### src/hw/rtl/psq_pkg.sv
// ----------------------------------------------------------------------------
// psq_pkg: shared types and constants of the positional sequence store
// Sizes, operation and status codes, and the structs that pass between the
// controller and the row of storage cells.
// ----------------------------------------------------------------------------
package psq_pkg;

  localparam int CAPACITY = 64;
  localparam int DATA_W   = 32;
  localparam int OUT_W    = 32;
  localparam int POS_W    = 7;
  localparam int CW       = $clog2(CAPACITY + 1);
  localparam int IW       = $clog2(CAPACITY);
  localparam int XW       = (CW > POS_W) ? CW : POS_W;

  typedef logic signed [DATA_W-1:0] word_t;

  typedef enum logic [3:0] {
    OP_PUSH_FRONT = 4'd0,
    OP_PUSH_BACK  = 4'd1,
    OP_POP_FRONT  = 4'd2,
    OP_POP_BACK   = 4'd3,
    OP_INSERT     = 4'd4,
    OP_REMOVE     = 4'd5,
    OP_READ       = 4'd6,
    OP_REVERSE    = 4'd7,
    OP_CLEAR      = 4'd8,
    OP_QUERY      = 4'd9
  } op_t;

  typedef enum logic [1:0] {
    SQ_OK      = 2'd0,
    SQ_EMPTY   = 2'd1,
    SQ_BAD_POS = 2'd2,
    SQ_FULL    = 2'd3
  } status_t;

  typedef enum logic [1:0] {
    ST_IDLE,
    ST_EXEC,
    ST_FINISH
  } state_t;

  typedef struct packed {
    logic          ins;
    logic          del;
    logic [IW-1:0] q;
    word_t         data;
  } cell_cmd_t;

  typedef struct packed {
    logic [IW-1:0] rd_idx;
    logic [IW-1:0] last_idx;
  } cell_view_t;

endpackage

### src/hw/rtl/psq_ctrl.sv
// ----------------------------------------------------------------------------
// psq_ctrl: request sequencer of the positional sequence store
// Takes a request, decides its status and the cell to shift at, keeps the
// entry count and direction bit, and builds the result in the output register.
// ----------------------------------------------------------------------------
module psq_ctrl
  import psq_pkg::*;
(
  input  logic          clk,
  input  logic          rst_n,
  input  logic          in_tvalid,
  output logic          in_tready,
  input  logic [3:0]    in_op,
  input  word_t         in_word,
  input  logic [POS_W-1:0] in_pos,
  output logic          out_tvalid,
  input  logic          out_tready,
  output logic [1:0]    out_status,
  output logic [OUT_W-1:0] out_read,
  output logic [POS_W-1:0] out_count,
  output logic [OUT_W-1:0] out_front,
  output logic [OUT_W-1:0] out_back,
  output cell_cmd_t     cmd,
  output cell_view_t    view,
  input  word_t         first_word,
  input  word_t         rd_word,
  input  word_t         last_word
);

  state_t state_r, state_nxt;

  op_t              op_r;
  word_t            val_r;
  logic [POS_W-1:0] pos_r;
  status_t          status_r, status_c;
  logic [IW-1:0]    rd_idx_r;
  logic [CW-1:0]    count_r, count_nxt;
  logic             rev_r, rev_nxt;
  logic             out_valid_r;
  logic [1:0]       out_status_r;
  logic [OUT_W-1:0] out_read_r, out_front_r, out_back_r;
  logic [POS_W-1:0] out_count_r;

  logic          accept, out_load, exec;
  logic          do_ins, do_del;
  logic [XW-1:0] q_x, rdq_x, pos_x, cnt_x;
  logic          full, empty;
  word_t         rd_val, front_w, back_w;

  assign accept = in_tvalid && in_tready;

  always_comb begin
    state_nxt = state_r;
    case (state_r)
      ST_IDLE: begin
        if (accept) state_nxt = ST_EXEC;
      end
      ST_EXEC: begin
        state_nxt = ST_FINISH;
      end
      ST_FINISH: begin
        if (out_load) begin
          state_nxt = accept ? ST_EXEC : ST_IDLE;
        end
      end
      default: state_nxt = ST_IDLE;
    endcase
  end

  always_comb begin
    out_load  = 1'b0;
    in_tready = 1'b0;
    exec      = 1'b0;
    case (state_r)
      ST_IDLE: begin
        in_tready = 1'b1;
      end
      ST_EXEC: begin
        exec = 1'b1;
      end
      ST_FINISH: begin
        out_load  = !out_valid_r || out_tready;
        in_tready = out_load;
      end
      default: begin
        in_tready = 1'b0;
      end
    endcase
  end

  always_comb begin
    pos_x     = XW'(pos_r);
    cnt_x     = XW'(count_r);
    full      = cnt_x >= XW'(CAPACITY);
    empty     = (count_r == '0);
    status_c  = SQ_OK;
    do_ins    = 1'b0;
    do_del    = 1'b0;
    q_x       = '0;
    rdq_x     = rev_r ? (cnt_x - XW'(1) - pos_x) : pos_x;
    rev_nxt   = rev_r;
    case (op_r)
      OP_PUSH_FRONT: begin
        if (full) begin
          status_c = SQ_FULL;
        end else begin
          do_ins = 1'b1;
          q_x    = rev_r ? cnt_x : '0;
        end
      end
      OP_PUSH_BACK: begin
        if (full) begin
          status_c = SQ_FULL;
        end else begin
          do_ins = 1'b1;
          q_x    = rev_r ? '0 : cnt_x;
        end
      end
      OP_POP_FRONT: begin
        if (empty) begin
          status_c = SQ_EMPTY;
        end else begin
          do_del = 1'b1;
          q_x    = rev_r ? (cnt_x - XW'(1)) : '0;
        end
      end
      OP_POP_BACK: begin
        if (empty) begin
          status_c = SQ_EMPTY;
        end else begin
          do_del = 1'b1;
          q_x    = rev_r ? '0 : (cnt_x - XW'(1));
        end
      end
      OP_INSERT: begin
        if (empty) begin
          status_c = SQ_EMPTY;
        end else if (pos_x > cnt_x) begin
          status_c = SQ_BAD_POS;
        end else if (full) begin
          status_c = SQ_FULL;
        end else begin
          do_ins = 1'b1;
          q_x    = rev_r ? (cnt_x - pos_x) : pos_x;
        end
      end
      OP_REMOVE: begin
        if (pos_x >= cnt_x) begin
          status_c = SQ_BAD_POS;
        end else begin
          do_del = 1'b1;
          q_x    = rdq_x;
        end
      end
      OP_READ: begin
        if (empty) begin
          status_c = SQ_EMPTY;
        end else if (pos_x >= cnt_x) begin
          status_c = SQ_BAD_POS;
        end
      end
      OP_REVERSE: begin
        if (cnt_x >= XW'(2)) rev_nxt = !rev_r;
      end
      OP_CLEAR: begin
        rev_nxt = 1'b0;
      end
      default: begin
        status_c = SQ_OK;
      end
    endcase
    if (op_r == OP_CLEAR) begin
      count_nxt = '0;
    end else if (do_ins) begin
      count_nxt = count_r + CW'(1);
    end else if (do_del) begin
      count_nxt = count_r - CW'(1);
    end else begin
      count_nxt = count_r;
    end
  end

  assign cmd.ins       = exec && do_ins;
  assign cmd.del       = exec && do_del;
  assign cmd.q         = IW'(q_x);
  assign cmd.data      = val_r;
  assign view.rd_idx   = rd_idx_r;
  assign view.last_idx = IW'(count_r - CW'(1));

  always_comb begin
    rd_val = '0;
    if (op_r == OP_READ) begin
      if (status_r == SQ_OK) begin
        rd_val = rd_word;
      end else if (status_r == SQ_EMPTY) begin
        rd_val = '1;
      end
    end
    if (count_r == '0) begin
      front_w = '0;
      back_w  = '0;
    end else begin
      front_w = rev_r ? last_word : first_word;
      back_w  = rev_r ? first_word : last_word;
    end
  end

  always_ff @(posedge clk) begin
    if (!rst_n) begin
      state_r     <= ST_IDLE;
      count_r     <= '0;
      rev_r       <= 1'b0;
      out_valid_r <= 1'b0;
    end else begin
      state_r <= state_nxt;
      if (exec) begin
        count_r <= count_nxt;
        rev_r   <= rev_nxt;
      end
      if (out_load) begin
        out_valid_r <= 1'b1;
      end else if (out_tready) begin
        out_valid_r <= 1'b0;
      end
    end
  end

  always_ff @(posedge clk) begin
    if (accept) begin
      op_r  <= op_t'(in_op);
      val_r <= in_word;
      pos_r <= in_pos;
    end
    if (exec) begin
      status_r <= status_c;
      rd_idx_r <= IW'(rdq_x);
    end
    if (out_load) begin
      out_status_r <= status_r;
      out_read_r   <= OUT_W'(rd_val);
      out_count_r  <= POS_W'(count_r);
      out_front_r  <= OUT_W'(front_w);
      out_back_r   <= OUT_W'(back_w);
    end
  end

  assign out_tvalid = out_valid_r;
  assign out_status = out_status_r;
  assign out_read   = out_read_r;
  assign out_count  = out_count_r;
  assign out_front  = out_front_r;
  assign out_back   = out_back_r;

endmodule

### config.mk
export PLATFORM = sky130hd
export DESIGN_NAME = psq_ctrl
export DESIGN_NICKNAME = d
export VERILOG_FILES = /design/src/hw/rtl/psq_pkg.sv /design/src/hw/rtl/psq_ctrl.sv
export SDC_FILE = /design/constraint.sdc
export NUM_CORES = 1
export LEC_CHECK = 0
export BUFFER_PORTS_ARGS = -buffer_cell sky130_fd_sc_hd__buf_2
export CAP_MARGIN = 20
export CORE_ASPECT_RATIO = 1.25
export CORE_UTILIZATION = 35
export CTS_CLUSTER_DIAMETER = 30
export DETAILED_ROUTE_END_ITERATION = 6
export GPL_TIMING_DRIVEN = 0
export PLACE_DENSITY_LB_ADDON = 0.05
export REMOVE_ABC_BUFFERS = 1
export SLEW_MARGIN = 20
export SYNTH_ARGS = -nofsm -noshare
export SYNTH_HDL_FRONTEND = slang
export SYNTH_SLANG_ARGS = --single-unit
### constraint.sdc
create_clock -name clk -period 7.8 [get_ports clk]
set_input_delay 1.56 -clock clk [delete_from_list [all_inputs] [get_ports clk]]
set_output_delay 1.56 -clock clk [all_outputs]
set_load 0.02 [all_outputs]
==> results.sh <==
export IMPL_worst_r2r_cell_count=9
export IMPL_netlist_area_leader_share_pct=60.5
export IMPL_worst_slack_ps=2750
export IMPL_core_region_area_sq_um=21600
export IMPL_cts_sinks=167
export IMPL_drt_pass1_iterations=5
export IMPL_post_drt_via_cell_ratio=4.88
export IMPL_dp_cells=1152
export IMPL_cp_slowest_cell="sky130_fd_sc_hd__dfxtp_1"
export IMPL_p_int_mw=1.55
export IMPL_postRouteAntennaNets=0
export IMPL_synth_area_top_cells="sky130_fd_sc_hd__edfxtp_1, sky130_fd_sc_hd__mux2i_1, sky130_fd_sc_hd__nor2_1"
export IMPL_setup_worst_path_end_class="primary output"
export IMPL_drive_gt1_share_pct=39.3
export IMPL_share_comb_of_total_power_pct=13.2
export IMPL_most_common_layout_cells="sky130_fd_sc_hd__buf_2, sky130_fd_sc_hd__edfxtp_1, sky130_fd_sc_hd__nor2_1, sky130_fd_sc_hd__mux2i_1, sky130_fd_sc_hd__o21a_1"
export IMPL_final_cycle_share_pct=64.8
export IMPL_synth_edf_count=156
export IMPL_timing_slew_headroom_pct=54.0
export IMPL_cp_slowest_stage_delay_ps=520
export IMPL_synth_area_sq_um=7750
export IMPL_timing_critical_path_max_delay_family="compound AO/OA/AOI/OAI gates"
export IMPL_whs_path_depth=0
export IMPL_grt_usage_pct=17.2
export IMPL_cts_reportedPaths_clkPinSlew_ps=60
export IMPL_post_cts_hold_buffer_count=0
export IMPL_final_hold_viol_count=0
export IMPL_instance_count_of_the_mapped_netlist=595
export IMPL_count_of_state_elements_after_synthesis=167
export IMPL_grt_antenna_before_repair=0
export IMPL_place_ws_ps=3160
export IMPL_switchingPower_uw=557
export IMPL_tritoncts="done"
export IMPL_power_total_mw=2.10
export IMPL_post_detailed_routing_wire_length_mm=19.8
export IMPL_route_vias_total=5779
export IMPL_cts_buffers_inserted=17
export IMPL_seq_power_share_pct=49.5
export IMPL_maximum_number_of_pins_on_one_net_before_global_route_repair=54
export IMPL_worst_r2r_endpoint="cnt_x[6]"
export IMPL_detail_route_drc_violations=0
export IMPL_clock_skew_ps=10.6
export IMPL_grt_first_pass_wirelength_mm=29.8
export IMPL_dr_first_iter_drc_count=227
export IMPL_wl_met1_mm=8.00
export IMPL_io_pins=302
export IMPL_chipHeight_um=168
export IMPL_final_instance_count_excl_fill=1185
export IMPL_hold_path_end="out_status[1]"
export IMPL_dr_wl_met2_mm=10.5
export IMPL_dp_hpwl_mm=14.9
export IMPL_crit_chain="inv_1 -> ha_1 -> xor2_1 -> ha_1 -> o21a_1 -> o31a_1 -> o21ai_1 -> nand3_1 -> and3b_1 -> xor2_1 -> a211o_1 -> buf_2"
export IMPL_layout_min_cycle_time_ps=5050
export IMPL_num_antenna_cells=0
export IMPL_htreeDepth=4
export IMPL_min_from="status_r[1]"
export IMPL_starting_utilization_of_the_core_area_pct=35.8
export IMPL_drv_slew=0
export IMPL_clock_root_buffer="sky130_fd_sc_hd__clkbuf_16"
export IMPL_reg2reg_slack_ps=4720
export IMPL_post_cts_buffers=0
export IMPL_clkLatencyLatePin_ps=420
export IMPL_critPathBufInv=2
export IMPL_hold_path_class="reg2reg"
export IMPL_critical_path_reg2reg_startpoint="cnt_x[5]"
export IMPL_die_width_um=135
export IMPL_post_synth_num_cell_types=59
export IMPL_postCtsResizedCells=0
export IMPL_async_reset_ff_share_pct=0
export IMPL_num_rows=60
export IMPL_run_status="complete, no violations"
export IMPL_max_cap_viol_count=0
export IMPL_p_clk_share_pct=37.3
export IMPL_postLayoutCoreUtil_pct=47.5
export IMPL_first_global_vias=5690
export IMPL_layout_area_overhead_vs_synth_pct=32.6
export IMPL_grt_setup_unrepaired="no"
export IMPL_synthesis_area_per_instance_sq_um=13.0
export IMPL_routed_wl_met3_mm=1.17
export IMPL_global_route_overflow_total=0
export IMPL_tns_ps=0
export IMPL_synth_sequential_area_ratio_pct=63.3
export IMPL_synth_largest_area_cell="sky130_fd_sc_hd__edfxtp_1"
export IMPL_max_clock_path_buffers=2
export IMPL_design_die_area_sq_um=22700
export IMPL_layout_commonest_cell="sky130_fd_sc_hd__buf_2"
export IMPL_maximum_frequency_from_static_timing_analysis_ghz=0.198
export IMPL_max_vdd_ir_drop_mv=0.142
export IMPL_num_nets_final=1057
export IMPL_total_leakage_power_nw=4.03
export IMPL_worst_setup_path_type="reg2out"
export IMPL_start_kind="register"
export IMPL_worst_slew_pin_transition_ps=680
export IMPL_critPathRequiredTime_ps=6240
export IMPL_synth_main_ff_cell="sky130_fd_sc_hd__edfxtp_1"
export IMPL_routed_wire_length_per_instance_um=16.7
export IMPL_critical_path_cell_count=12
export IMPL_setup_viol_count_final=0
export IMPL_power_switching_fraction_pct=26.5
export IMPL_place_port_buffers=301
export IMPL_gp_routability_congestion=0.826
export IMPL_worstPathArrival_ps=3490
export IMPL_yosysWarnings=0
export IMPL_pwr_density_cell_nw_per_um2=205
export IMPL_highest_routing_layer_actually_used="met4"
export IMPL_worst_path_max_fanout=9
[synth_stat cells, types with 3 or more instances]
| cell type | count |
|---|---|
| sky130_fd_sc_hd__a21oi_1 | 28 |
| sky130_fd_sc_hd__o21ai_0 | 9 |
| sky130_fd_sc_hd__nand4_1 | 4 |
| sky130_fd_sc_hd__o32ai_1 | 3 |
| sky130_fd_sc_hd__buf_1 | 9 |
| sky130_fd_sc_hd__nand3_1 | 9 |
| sky130_fd_sc_hd__a21o_1 | 8 |
| sky130_fd_sc_hd__inv_1 | 19 |
| sky130_fd_sc_hd__nor2_2 | 3 |
| sky130_fd_sc_hd__o31ai_1 | 3 |
| sky130_fd_sc_hd__nor2b_1 | 6 |
| sky130_fd_sc_hd__mux2i_1 | 67 |
| sky130_fd_sc_hd__xor2_1 | 3 |
| sky130_fd_sc_hd__ha_1 | 19 |
| sky130_fd_sc_hd__clkbuf_1 | 20 |
| sky130_fd_sc_hd__nand2b_1 | 9 |
| sky130_fd_sc_hd__nor4_1 | 3 |
| sky130_fd_sc_hd__o211ai_1 | 3 |
| sky130_fd_sc_hd__o21a_1 | 34 |
| sky130_fd_sc_hd__xnor2_1 | 11 |
| sky130_fd_sc_hd__edfxtp_1 | 156 |
| sky130_fd_sc_hd__o21ai_1 | 3 |
| sky130_fd_sc_hd__nor2_1 | 85 |
| sky130_fd_sc_hd__dfxtp_1 | 11 |
| sky130_fd_sc_hd__nand2_1 | 19 |
| sky130_fd_sc_hd__buf_2 | 4 |
| sky130_fd_sc_hd__nor3_1 | 6 |
[how the worst max path moves through the flow]
stage	start	endpoint	slack (ps)
2_1_floorplan	out_tready	out_back[0]	1260
4_1_cts	cnt_x[0]	cmd[37]	2670
3_5_place_dp	cnt_x[0]	cmd[37]	3160
3_3_place_gp	out_tready	out_back[22]	-860
6_report	cnt_x[0]	cmd[37]	2750
5_1_grt	cnt_x[0]	cmd[37]	2500
[cell type report]
class                           instances  area (sq um)
Timing Repair Buffer                  314          1760
Clock buffer                           17           425
Inverter                               19          71.3
Multi-Input combinational cell        374          2640
Sequential cell                       167          4910
Clock inverter                         15           118
Tap cell                              279           349
Fill cell                            2014         11400
[power groups by stage]
| stage | logic, mW | clock network, mW | registers (mW) |
|---|---|---|---|
| 3_5_place_dp | 0.278 | 0 | 1.06 |
| 3_3_place_gp | 0.260 | 0 | 1.07 |
| 4_1_cts | 0.279 | 0.810 | 1.04 |
| 6_report | 0.277 | 0.785 | 1.04 |
| 5_1_grt | 0.304 | 0.844 | 1.04 |
| 2_1_floorplan | 0.122 | 0 | 1.10 |
[stage by stage]
| stage | hold slack [ps] | cell area, sq um |
|---|---|---|
| finish | 481 | 10300 |
| global route | 494 | 10300 |
| CTS | 479 | 10300 |
| detailed placement | 463 | 9710 |
| global placement | 442 | 9450 |
| floorplan | 428 | 7600 |
[kinds of logic after synthesis]
logic type,share of synthesized area (%)
multiplexers,8.80
XOR/XNOR,1.58
adder cells (fa/ha/maj),3.59
AND/OR/NAND/NOR,9.84
AO/OA/AOI/OAI,10.0
flip-flops,63.3
buffers and inverters,2.83
[state kept, by name, indices dropped and copies added (netlist names)]
name        cells
out_count       7
out_back       32
cnt_x           7
out_read       32
rd_idx_r        6
out_status      2
pos_r           7
out_tvalid      1
val_r          32
op_r            4
out_front      32
state_r         2
rev_r           1
status_r        2
[routing by layer]
layer	GRT usage, %	vias to the layer above
met2	31.0	205
met4	5.47	0
met1	19.9	2777
met5	0	-
li1	-	2787
met3	4.25	10
[worst register-to-register path: cells and delay by family, from the launching register on]
family                     cells  cell delay (ps)
buffers and inverters          1              140
and+or+nand+nor                2              150
adders and majority gates      1              360
AOI/OAI and AO/OA              5             1810
DFF                            1              540
Note: power is estimated with default switching activity, not from simulation.
