`config.mk`:
```
export PLATFORM = sky130hd
export DESIGN_NAME = psq_cell
export DESIGN_NICKNAME = d
export VERILOG_FILES = /design/src/hw/rtl/psq_pkg.sv /design/src/hw/rtl/psq_cell.sv
export SDC_FILE = /design/constraint.sdc
export NUM_CORES = 1
export LEC_CHECK = 0
export ABC_AREA = 1
export BUFFER_PORTS_ARGS = -buffer_cell sky130_fd_sc_hd__buf_2
export CORE_ASPECT_RATIO = 1.2
export CORE_MARGIN = 1.5
export CORE_UTILIZATION = 30
export DETAILED_ROUTE_END_ITERATION = 10
export GPL_ROUTABILITY_DRIVEN = 1
export GPL_TIMING_DRIVEN = 0
export MAX_ROUTING_LAYER = met4
export PLACE_DENSITY = 0.74
export SYNTH_ARGS = -nofsm -noshare
export SYNTH_HDL_FRONTEND = slang
export SYNTH_SLANG_ARGS = --single-unit
```
`constraint.sdc`:
```
create_clock -name clk -period 3.07 [get_ports clk]
set_clock_uncertainty 0.2 [all_clocks]
set_input_delay 0.921 -clock clk [delete_from_list [all_inputs] [get_ports clk]]
set_output_delay 0.921 -clock clk [all_outputs]
set_load 0.02 [all_outputs]
```
`src/hw/rtl/psq_pkg.sv`:
```
// ----------------------------------------------------------------------------
// psq_pkg: shared types and constants of the positional sequence store
// Sizes, operation and status codes, and the structs that pass between the
// controller and the row of storage cells.
// ----------------------------------------------------------------------------
package psq_pkg;

  localparam int CAPACITY = 64;
  localparam int DATA_W   = 32;
  localparam int OUT_W    = 32;
  localparam int POS_W    = 7;
  localparam int CW       = $clog2(CAPACITY + 1);
  localparam int IW       = $clog2(CAPACITY);
  localparam int XW       = (CW > POS_W) ? CW : POS_W;

  typedef logic signed [DATA_W-1:0] word_t;

  typedef enum logic [3:0] {
    OP_PUSH_FRONT = 4'd0,
    OP_PUSH_BACK  = 4'd1,
    OP_POP_FRONT  = 4'd2,
    OP_POP_BACK   = 4'd3,
    OP_INSERT     = 4'd4,
    OP_REMOVE     = 4'd5,
    OP_READ       = 4'd6,
    OP_REVERSE    = 4'd7,
    OP_CLEAR      = 4'd8,
    OP_QUERY      = 4'd9
  } op_t;

  typedef enum logic [1:0] {
    SQ_OK      = 2'd0,
    SQ_EMPTY   = 2'd1,
    SQ_BAD_POS = 2'd2,
    SQ_FULL    = 2'd3
  } status_t;

  typedef enum logic [1:0] {
    ST_IDLE,
    ST_EXEC,
    ST_FINISH
  } state_t;

  typedef struct packed {
    logic          ins;
    logic          del;
    logic [IW-1:0] q;
    word_t         data;
  } cell_cmd_t;

  typedef struct packed {
    logic [IW-1:0] rd_idx;
    logic [IW-1:0] last_idx;
  } cell_view_t;

endpackage

```
`src/hw/rtl/psq_cell.sv`:
```
// ----------------------------------------------------------------------------
// psq_cell: one storage cell of the sequence
// Holds one word and, on an insert or remove, takes the new word or the word
// of its left or right neighbor. Drives its word onto the read and last-entry
// taps when it is the selected cell.
// ----------------------------------------------------------------------------
module psq_cell
  import psq_pkg::*;
(
  input  logic          clk,
  input  logic [IW-1:0] idx,
  input  cell_cmd_t     cmd,
  input  cell_view_t    view,
  input  word_t         left_word,
  input  word_t         right_word,
  output word_t         word,
  output word_t         rd_tap,
  output word_t         last_tap
);

  word_t word_r;
  word_t word_nxt;

  always_comb begin
    word_nxt = word_r;
    if (cmd.ins) begin
      if (idx == cmd.q) begin
        word_nxt = cmd.data;
      end else if (idx > cmd.q) begin
        word_nxt = left_word;
      end
    end else if (cmd.del) begin
      if (idx >= cmd.q) begin
        word_nxt = right_word;
      end
    end
  end

  always_ff @(posedge clk) begin
    word_r <= word_nxt;
  end

  assign word     = word_r;
  assign rd_tap   = (idx == view.rd_idx)   ? word_r : '0;
  assign last_tap = (idx == view.last_idx) ? word_r : '0;

endmodule

```
==> key figures, run 1 <==
Status
  – Outcome: finished, violations left
  – Failing checks: negative setup slack

Detailed routing
  – DR iter-0 viols: 130
  – Via Count: 3564
  – Routed Antenna Nets: 0
  – Via/cell ratio: 4.552
  – WL final: 11380 µm
  – Drt wl/cell: 14.53 µm
  – DRC: 0
  – TritonRoute pass-1 iters: 4

Pwr
  – Leak Pwr: 2.764 nW
  – VDD IR max: 0.1330 mV
  – Pwr per Cell Area: 306.1 nW/µm²

Synthesis
  – Post-Syn Instances: 430
  – Number of library cell types mapped by synthesis: 19
  – Syn_area_per_cell: 6.410 µm²
  – Sequential share of the synthesized area: 34.86%
  – Synth warn: 0
  – Flop and latch count out of synthesis: 32
  – Mapped Area: 2756 µm²
  – Post-Syn Nets: 559

Layout
  – Area Overhead vs Synth: 88.06%
  – Final Net Count: 792
  – Antenna Cells: 0
  – Post-layout instance area: 5184 µm²
  – Largest register FFs: 32
  – Ratio of cells with drive above 1 in the final layout: 51.43%
  – Finished Core Util: 57.69%

STA
  – Slew Viols, Final: 0
  – Fin worst setup slack: -66.84 ps
  – Final hold slack: 699.0 ps
  – Fin crit period: 3137 ps
  – # setup viols final: 36
  – Final Hold Viols: 0
  – Fmax: 0.3188 GHz
  – Slew @ Worst Pin: 460.2 ps
  – Tcrit/Tclk final: 102.2%
  – TNS Setup: -609.6 ps
  – Rel. slew slack: 69.32%
  – Unrepaired setup endpoints after global routing: yes

Worst hold path
  – Worst Hold Class: in -> reg
  – Hold Path Origin: right_word[21]

Global route
  – Gr ovfl total: 0
  – Vias in the first global route: 3415
  – Global-route wire length before repair: 15610 µm
  – Largest net degree at the start of global routing: 33
  – Initial antenna violation count: 0
  – Global Route Usage Sum: 20.66%

Setup path
  – Critical path launch point type: input port
  – Worst Path Required: 1950 ps
  – CP startpoint: view[3]
  – CP arrival: 2020 ps
  – Worst setup EP type: output pin
  – Crit Path Max Fanout: 8
  – Crit path kind: in -> out

Floorplanning
  – Die H: 108 µm
  – Core Area: 8986 µm²
  – Die Area: 9774 µm²
  – I/O pin count: 219
  – Die X: 90.50 µm
  – Cell Rows: 38
  – Initial core utilization: 30.67%

Place
  – Placed Area: 3993 µm²
  – Routability congestion estimate from global placement: 0.9007
  – Post-DP HPWL: 7838 µm
  – IO Port Bufs: 217

CTS
  – CTS tree: yes
  – CTS Buffer Depth: 2
  – Hold buffer count at CTS: 0
  – H-Tree Depth: 2
  – Clock root buffer: clkbuf_8
  – Clock transition at path regs: 70 ps
  – CTS buffer count: 5
  – Clock tree sinks: 32

Job
  – Number of max-cap violations: 0
cells in the final DEF (no fill, tap or decap):
cell / netlist / final
or2_2: 1 / 1
buf_4: 3 / 7
buf_12: 0 / 4
inv_2: 1 / 4
nand2_1: 199 / 185
nand2_2: 0 / 14
inv_1: 58 / 52
buf_16: 0 / 1
clkbuf_8: 0 / 5
nor2_4: 1 / 61
ha_1: 6 / 6
nand3_1: 33 / 33
xor2_1: 2 / 1
o21bai_1: 1 / 1
nor2_1: 38 / 2
clkinv_1: 0 / 2
buf_8: 0 / 9
buf_6: 9 / 71
clkbuf_1: 7 / 7
xor2_2: 0 / 1
nor2_2: 32 / 8
nand3_4: 0 / 2
a21oi_1: 1 / 1
inv_4: 0 / 2
edfxtp_1: 32 / 32
nand2_4: 1 / 1
buf_2: 3 / 146
clkinvlp_4: 0 / 2
clkbuf_16: 0 / 2
critical path, cell delays in order:
cell	delay [ps]
buf_6	90
xor2_1	160
nor2_2	130
nand3_4	230
buf_8	230
nor2_4	130
buf_6	130
routing by layer:
layer	share of wire, %	vias to the layer above	global-route usage, %
li1	-	1757	-
met1	38	1623	21.98
met2	55	160	38.67
met3	4.6	24	2.743
met4	2.2	0	8.050
met5	0	-	-
layout make-up:
cell class	instances	area (µm²)
fill	791	3802
timing repair inverter	1	7.507
timing repair buffer	225	1699
inverter	59	230.2
multi-input combinational	317	1857
sequential	32	960.9
buffer	22	202.7
tap	120	150.1
clock inverter	2	7.507
clock buffer	5	68.82
repair_timing:
item	4_1_cts	5_1_grt
gates cloned	4	3
endpoints found under the setup margin	96	94
resized for setup	105	176
pin swaps	15	10
buffers inserted	1	1
final timing paths:
kind / slack, ps / to / depth (start not counted)
max: -70 / last_tap[24] / 7
min: 700 / word[21]$_DFFE_PP_ / 3
stage by stage:
| step | instances | setup WS (ps) | total power, mW |
|---|---|---|---|
| floorplan | 430 | 20.58 | 0.9153 |
| global placement | 767 | -580.0 | 1.122 |
| detailed placement | 767 | -609.9 | 1.136 |
| CTS | 779 | -50.76 | 1.490 |
| global route | 783 | -93.57 | 1.670 |
| finish | 783 | -66.84 | 1.587 |
report_power, final:
part | internal, mW | leakage (nW) | switching (mW) | total (mW)
combinational | 0.233 | 2.43 | 0.438 | 0.671
clock | 0.150 | 0.0391 | 0.159 | 0.309
sequential | 0.568 | 0.300 | 0.0393 | 0.607
synthesized netlist by cell type:
cell      instances  area (µm²)
nand2_1         199       747.0
inv_1            58       217.7
nor2_1           38       142.6
nand3_1          33       165.2
edfxtp_1         32       960.9
nor2_2           32       200.2
buf_6             9       101.4
clkbuf_1          7       26.28
ha_1              6       75.07
buf_2             3       15.01
buf_4             3       22.52
nand3_2           2       20.02
xor2_1            2       17.52
a21oi_1           1       5.000
inv_2             1       3.750
nand2_4           1       11.26
nor2_4            1       11.26
o21bai_1          1       7.510
or2_2             1       6.260
kinds of logic (layout without fill, tap and decap cells):
group / after synthesis / after routing / share of synthesized area, %
xor+xnor: 2 / 2 / 0.6356
buf+inv: 81 / 314 / 14.03
fa+ha+maj: 6 / 6 / 2.723
compound gates: 2 / 2 / 0.4539
simple gates: 307 / 307 / 47.30
flops: 32 / 32 / 34.86
No activity file was read; power rests on OpenSTA's default activity.
==> run 2, diff against run 1 <==
--- a/config.mk
+++ b/config.mk
@@ -5,7 +5,6 @@
 export SDC_FILE = /design/constraint.sdc
 export NUM_CORES = 1
 export LEC_CHECK = 0
-export ABC_AREA = 1
 export BUFFER_PORTS_ARGS = -buffer_cell sky130_fd_sc_hd__buf_2
 export CORE_ASPECT_RATIO = 1.2
 export CORE_MARGIN = 1.5
@@ -14,7 +13,7 @@
 export GPL_ROUTABILITY_DRIVEN = 1
 export GPL_TIMING_DRIVEN = 0
 export MAX_ROUTING_LAYER = met4
-export PLACE_DENSITY = 0.74
+export PLACE_DENSITY = 0.75
 export SYNTH_ARGS = -nofsm -noshare
 export SYNTH_HDL_FRONTEND = slang
 export SYNTH_SLANG_ARGS = --single-unit
==> run 2 against run 1 <==
The flow still finishes with violations (negative setup slack). Largest power group unchanged. First-iteration DRC count rose by 78%. Total power rose by 18%. Fmax rose by 0.37%. Hold slack improved by 82 ps. Core utilization rose by 6.9 points. Highest routed layer unchanged. Non-clock buffer count rose by 23. Final area rose by 8.4%. Critical path type unchanged. Clock power rose by 28%. Critical path depth did not move. Synthesized cell count fell by 23%.
==> key figures, run 2 <==
Synthesis
  – Synth warn: 0 (unchanged)
  – Number of library cell types mapped by synthesis: 22 (+3)
  – Most numerous cell in the Yosys netlist: nor3_1
  – Post-Syn Instances: 332 (-23%)
  – Sequential share of the synthesized area: 35.15% (+0.29 points)
  – Syn_area_per_cell: 8.235 µm² (+28%)
  – Yosys top cell area share: 35.15% (+0.29 points)
  – Post-Syn Nets: 461 (-18%)
  – Synth top area cells: edfxtp_1 (35%), nor3_2 (9.2%), a31oi_1 (7.6%), nand4_1 (7.6%), nor3_1 (7.1%)
  – Post-synth top area cell: edfxtp_1
  – Top cells by instance count after synthesis: nor3_1 (39), inv_1 (38)
  – Synth async-reset ratio: 0% (unchanged)
  – Top FF cell, synth: edfxtp_1
  – Flop and latch count out of synthesis: 32 (unchanged)
  – EDFF count, synth: 32 (unchanged)
  – Mapped Area: 2734 µm² (-0.82%)

Layout
  – Filler instances: 681 (-14%)
  – Post-layout instance area: 5618 µm² (+8.4%)
  – Sequential cell area: 960.9 µm² (unchanged)
  – Area of the multi-input gates: 2148 µm² (+16%)
  – Most frequent cells in the layout: buf_2 (153), buf_6 (56), nor3_4 (45)
  – Final Net Count: 702 (-11%)
  – Antenna Cells: 0 (unchanged)
  – Finished Core Util: 64.55% (+6.9 points)
  – Commonest non-fill, non-tap cell in the layout: buf_2
  – Area Overhead vs Synth: 105.5%
  – Largest register FFs: 32 (unchanged)
  – Ratio of cells with drive above 1 in the final layout: 60.10% (+8.7 points)

CTS
  – CTS buffer count: 5 (unchanged)
  – Clock tree sinks: 32 (unchanged)
  – Hold buffer count at CTS: 0 (unchanged)
  – CTS Buffer Depth: 2 (unchanged)
  – Clock transition at path regs: 80 ps (about the same)
  – Clock root buffer: clkbuf_8
  – H-Tree Depth: 2 (unchanged)
  – CTS tree: yes

Global route
  – Global Route Usage Sum: 23.85% (+3.2 points)
  – Largest net degree at the start of global routing: 17 (-48%)
  – Gr ovfl total: 0 (unchanged)
  – Vias in the first global route: 3499 (+2.5%)
  – Initial antenna violation count: 0 (unchanged)
  – Global-route wire length before repair: 17710 µm (+13%)

Setup path
  – Worst Path Required: 1950 ps (about the same)
  – Crit Path Max Fanout: 8 (unchanged)
  – Crit path cell chain: buf_6 -> xnor2_4 -> nand4_4 -> buf_12 -> buf_8 -> nor3_2 -> buf_4
  – CP arrival: 2000 ps (-20 ps)
  – Crit path kind: in -> out
  – Worst setup EP type: output pin
  – WP depth: 7 (unchanged)
  – Delay-heaviest family, CP: buffers and inverters
  – WP buf/inv: 4 (+1)
  – CP peak stage delay: 180 ps (-50 ps)
  – Critical path's slowest cell: xnor2_4
  – Critical path launch point type: input port

Pwr
  – VDD IR max: 0.1887 mV (+42%)
  – Pwr per Cell Area: 334.3 nW/µm² (+9.2%)
  – Leak Pwr: 2.563 nW (-7.3%)

STA
  – Fmax: 0.3200 GHz (+0.37%)
  – Final hold slack: 780.7 ps (+81.72 ps)
  – Tcrit/Tclk final: 101.8% (-0.38 points)
  – Fin worst setup slack: -55.16 ps (+11.67 ps)
  – Slew @ Worst Pin: 840.8 ps (+380.6 ps)
  – Slew Viols, Final: 0 (unchanged)
  – Unrepaired setup endpoints after global routing: yes
  – Fin crit period: 3125 ps (-11.67 ps)
  – Rel. slew slack: 43.35% (-26 points)
  – # setup viols final: 27 (-25%)
  – Final Hold Viols: 0 (unchanged)

Floorplanning
  – Die H: 107.6 µm (-0.39%)
  – Initial core utilization: 31.41% (+0.74 points)
  – Die Area: 9697 µm² (-0.78%)
  – Cell Rows: 37 (-2.6%)
  – Core Area: 8703 µm² (-3.1%)
  – Die X: 90.15 µm (-0.39%)
  – I/O pin count: 219 (unchanged)

Place
  – Post-DP HPWL: 8821 µm (+13%)
  – IO Port Bufs: 217 (unchanged)
  – Routability congestion estimate from global placement: 0.9311 (+3.4%)
  – Placed Area: 4016 µm² (+0.60%)
  – Pre-CTS WS: -545.2 ps (+64.76 ps)

Detailed routing
  – DRC: 0 (unchanged)
  – Via Count: 3724 (+4.5%)
  – TritonRoute pass-1 iters: 7 (+3)
  – Via/cell ratio: 5.389 (+18%)
  – Drt wl/cell: 19.81 µm (+36%)
  – DR iter-0 viols: 232 (+78%)
  – Routed Antenna Nets: 0 (unchanged)
  – WL final: 13690 µm (+20%)

Status
  – Failing checks: negative setup slack
  – Outcome: finished, violations left

Worst hold path
  – Hold Path Origin: right_word[21]
  – Hold path endpoint: word[21]$_DFFE_PP_
  – Worst Hold Class: in -> reg
  – Hold Path Cell Cnt: 3 (unchanged)

Job
  – Number of max-cap violations: 0 (unchanged)
[run 2: cell count changes in the layout (fill, tap and decap cells not counted), moves of 32 or more]
cell | previous run | this run
nand2_1 | 185 | 2
nor2_4 | 61 | 0
nor3_4 | 0 | 45
nand3_1 | 33 | 0
nand4_1 | 0 | 33
o21ai_0 | 0 | 33
a31oi_1 | 0 | 32
[run 2: kinds of logic (layout without fill, tap and decap cells)]
family | count (synthesis) | after routing | share of synthesized area [%]
fa+ha+maj | 6 | 6 | 2.746
simple gates | 138 | 138 | 30.39
flops | 32 | 32 | 35.15
xor+xnor | 12 | 12 | 3.844
compound gates | 69 | 70 | 14.28
buf+inv | 75 | 316 | 13.59
[run 2: through the flow]
| step | total power, mW | std cells | setup TNS [ps] |
|---|---|---|---|
| 4_1_cts | 1.689 | 684 | -1834 |
| 5_1_grt | 1.953 | 691 | -1824 |
| 3_5_place_dp | 1.201 | 666 | -38780 |
| 6_report | 1.878 | 691 | -569.9 |
| 2_1_floorplan | 0.9615 | 332 | -162.4 |
| 3_3_place_gp | 1.184 | 666 | -31450 |
[run 2: worst min-delay path, delay by kind of cell]
kind	cells	cell delay [ps]
AOI/OAI and AO/OA	1	120
buffers and inverters	1	80
and+or+nand+nor	1	30
[run 2: report_power, final]
group	total, mW	internal [mW]	leakage, nW	switching, mW
logic	0.876	0.327	2.20	0.549
registers	0.607	0.567	0.308	0.0397
clock network	0.395	0.236	0.0532	0.159
[run 2: layout make-up]
cell class	count	share of cell area (%)
multi-input cells	226	38.24
clock inverters	3	0.6682
inverters	38	2.539
flip-flops and latches	32	17.10
repair buffers	233	31.67
clock buffers	5	1.225
well taps	117	2.606
plain buffers	37	5.947
[run 2: what timing repair did]
item,CTS,global route
buffers inserted,5,2
resized for setup,127,160
gates cloned,5,5
hold endpoints to repair,0,0
endpoints found under the setup margin,96,62
pin swaps,17,63
[run 2: how the worst max path moves through the flow]
| stage | start | to | slack (ps) |
|---|---|---|---|
| after global placement | idx[5] | word[15]$_DFFE_PP_ | -470 |
| after detailed placement | idx[5] | word[14]$_DFFE_PP_ | -550 |
| after floorplan | view[0] | last_tap[14] | -6 |
| after CTS | idx[0] | last_tap[25] | -70 |
| after global routing | idx[2] | last_tap[13] | -90 |
| final | idx[4] | last_tap[13] | -60 |
[run 2: metal layers]
layer / part of all wire (%) / GRT usage, % / vias up / routed length, µm
met1: 35 / 26.35 / 1754 / 4794
met2: 55 / 43.94 / 233 / 7596
met5: 0 / - / - / 0
li1: - / - / 1697 / -
met3: 6.0 / 2.613 / 40 / 818
met4: 3.5 / 9.410 / 0 / 477
==> run 3, diff against run 2 <==
--- a/config.mk
+++ b/config.mk
@@ -6,14 +6,18 @@
 export NUM_CORES = 1
 export LEC_CHECK = 0
 export BUFFER_PORTS_ARGS = -buffer_cell sky130_fd_sc_hd__buf_2
+export CELL_PAD_IN_SITES_DETAIL_PLACEMENT = 1
+export CELL_PAD_IN_SITES_GLOBAL_PLACEMENT = 1
 export CORE_ASPECT_RATIO = 1.2
 export CORE_MARGIN = 1.5
-export CORE_UTILIZATION = 30
+export CORE_UTILIZATION = 24
+export CTS_BUF_LIST = sky130_fd_sc_hd__clkbuf_4 sky130_fd_sc_hd__clkbuf_8
+export CTS_CLUSTER_DIAMETER = 200
 export DETAILED_ROUTE_END_ITERATION = 10
 export GPL_ROUTABILITY_DRIVEN = 1
 export GPL_TIMING_DRIVEN = 0
 export MAX_ROUTING_LAYER = met4
-export PLACE_DENSITY = 0.75
+export PLACE_DENSITY = 0.86
 export SYNTH_ARGS = -nofsm -noshare
 export SYNTH_HDL_FRONTEND = slang
 export SYNTH_SLANG_ARGS = --single-unit
==> run 3 against run 2 <==
The run still ends with negative setup slack left. Sequential cell count did not move. Non-clock buffer count grew 2. Wire length increased by 16%. Via count shrank 0.89%. Hold slack lost 10 ps. Final cell count grew 5.9%. Worst setup slack got worse by 20 ps. Core utilization fell by 14 points. Critical endpoint is now rd_tap[2]. Highest routed layer unchanged.
==> key figures, run 3 (synthesized netlist as in run 2, its figures left out) <==
Status
  – Outcome: finished, violations left
  – Failing checks: negative setup slack

STA
  – # setup viols final: 35 (+30%)
  – Tcrit/Tclk final: 102.5% (+0.66 points)
  – TNS Setup: -671.4 ps (-101.4 ps)
  – Unrepaired setup endpoints after global routing: yes
  – Slew @ Worst Pin: 778.2 ps (-62.59 ps)
  – Fin crit period: 3145 ps (+20.16 ps)
  – Rel. slew slack: 47.57% (+4.2 points)
  – Slew Viols, Final: 0 (unchanged)
  – Fmax: 0.3179 GHz (-0.64%)
  – Final Hold Viols: 0 (unchanged)
  – Fin worst setup slack: -75.33 ps (-20.16 ps)
  – Final hold slack: 770.4 ps (-10.30 ps)

Pwr
  – Pwr per Cell Area: 321.4 nW/µm² (-3.9%)
  – VDD IR max: 0.1456 mV (-23%)
  – Leak Pwr: 2.549 nW (-0.54%)

Global route
  – Largest net degree at the start of global routing: 17 (unchanged)
  – Global Route Usage Sum: 24.45% (+0.59 points)
  – Gr ovfl total: 0 (unchanged)
  – Initial antenna violation count: 2 (+2)
  – Vias in the first global route: 3877 (+11%)
  – Global-route wire length before repair: 21610 µm (+22%)

Setup path
  – Delay-heaviest family, CP: buffers and inverters
  – Most frequent CP cell: buf_12
  – Worst setup EP type: output pin
  – Crit path kind: in -> out
  – Critical path launch point type: input port
  – Crit path cell chain: buf_12 -> xnor2_4 -> nand4_4 -> buf_12 -> buf_16 -> nor3_2 -> buf_4
  – Critical path's slowest cell: xnor2_4
  – Worst Path Required: 1950 ps (about the same)
  – CP peak stage delay: 190 ps (about the same)
  – Crit Path Max Fanout: 6 (-2)
  – CP arrival: 2020 ps (+20 ps)
  – WP buf/inv: 4 (unchanged)

Layout
  – Ratio of cells with drive above 1 in the final layout: 60.76% (+0.66 points)
  – Area of the multi-input gates: 2143 µm² (-0.23%)
  – Area Overhead vs Synth: 106.8%
  – Commonest non-fill, non-tap cell in the layout: buf_2
  – Post-layout instance area: 5653 µm² (+0.62%)
  – Largest register FFs: 32 (unchanged)
  – Final Net Count: 704 (+0.28%)
  – Sequential cell area: 960.9 µm² (unchanged)
  – Most frequent cells in the layout: buf_2 (150), buf_6 (60), nor3_4 (44)
  – Filler instances: 1270 (+86%)

Worst hold path
  – Hold path endpoint: word[21]$_DFFE_PP_
  – Hold Path Origin: right_word[21]
  – Hold Path Cell Cnt: 3 (unchanged)
  – Worst Hold Class: in -> reg

Job
  – Number of max-cap violations: 0 (unchanged)

Floorplanning
  – Die Area: 12040 µm² (+24%)
  – Core Area: 11090 µm² (+27%)
  – I/O pin count: 219 (unchanged)
  – Die X: 100.4 µm (+11%)
  – Die H: 119.9 µm (+11%)
  – Initial core utilization: 24.66% (-6.8 points)
  – Cell Rows: 42 (+14%)

Place
  – Routability congestion estimate from global placement: 0.8836 (-5.1%)
  – Post-DP HPWL: 10580 µm (+20%)
  – IO Port Bufs: 217 (unchanged)
  – Pre-CTS WS: -571.7 ps (-26.58 ps)
  – Placed Area: 4063 µm² (+1.2%)

Detailed routing
  – Drt wl/cell: 21.60 µm (+9.0%)
  – Via Count: 3691 (-0.89%)
  – Via/cell ratio: 5.042 (-6.4%)
  – DR iter-0 viols: 146 (-37%)
  – TritonRoute pass-1 iters: 4 (-3)
  – DRC: 0 (unchanged)
  – Routed Antenna Nets: 0 (unchanged)
  – WL final: 15810 µm (+16%)

CTS
  – Clock tree sinks: 32 (unchanged)
  – CTS Buffer Depth: 2 (unchanged)
  – CTS buffer count: 5 (unchanged)
  – H-Tree Depth: 2 (unchanged)
  – CTS tree: yes
  – Clock transition at path regs: 80 ps (about the same)
  – Clock root buffer: clkbuf_8
## run 3: worst max-delay path by stage
stage,start,end,slack [ps],cells after the start
floorplan,view[0],last_tap[14],-6,4
global placement,idx[5],word[18]$_DFFE_PP_,-520,7
detailed placement,idx[5],word[16]$_DFFE_PP_,-570,7
CTS,idx[0],last_tap[7],-100,6
global route,idx[0],rd_tap[9],-110,7
finish,idx[0],rd_tap[2],-80,7
## run 3: timing repair
item / 4_1_cts / 5_1_grt
cloned: 6 / 2
resized for setup: 116 / 169
buffers inserted: 9 / 2
setup endpoints to repair: 96 / 64
hold buffers: 0 / 0
pin swaps: 26 / 62
## run 3: final cells by class
type	instances	share of cell area [%]
Clock buffer	5	1.217
Buffer	37	5.401
Sequential cell	32	17.00
Antenna cell	2	0.08853
Multi-Input combinational cell	226	37.92
Timing Repair Buffer	235	32.12
Inverter	38	2.523
Tap cell	154	3.409
Clock inverter	3	0.3320
## run 3: stage by stage
stage	util (%)	total power, mW	std cells
after floorplan	-	0.9615	332
after global placement	36.64	1.194	703
after detailed placement	36.64	1.220	703
after CTS	43.59	1.666	726
after global routing	50.98	1.901	732
final	50.98	1.817	732
## run 3: power by group
group          total [mW]  switching (mW)  internal, mW
Sequential          0.609          0.0418         0.567
Combinational       0.882           0.558         0.324
Clock               0.326           0.169         0.156
Total                1.82           0.769          1.05
## run 3: per-layer routing
metal / GRT usage [%] / routed length (µm)
met1: 26.62 / 5273
met2: 45.03 / 9150
met5: - / 0
met4: 8.011 / 606
met3: 3.669 / 780
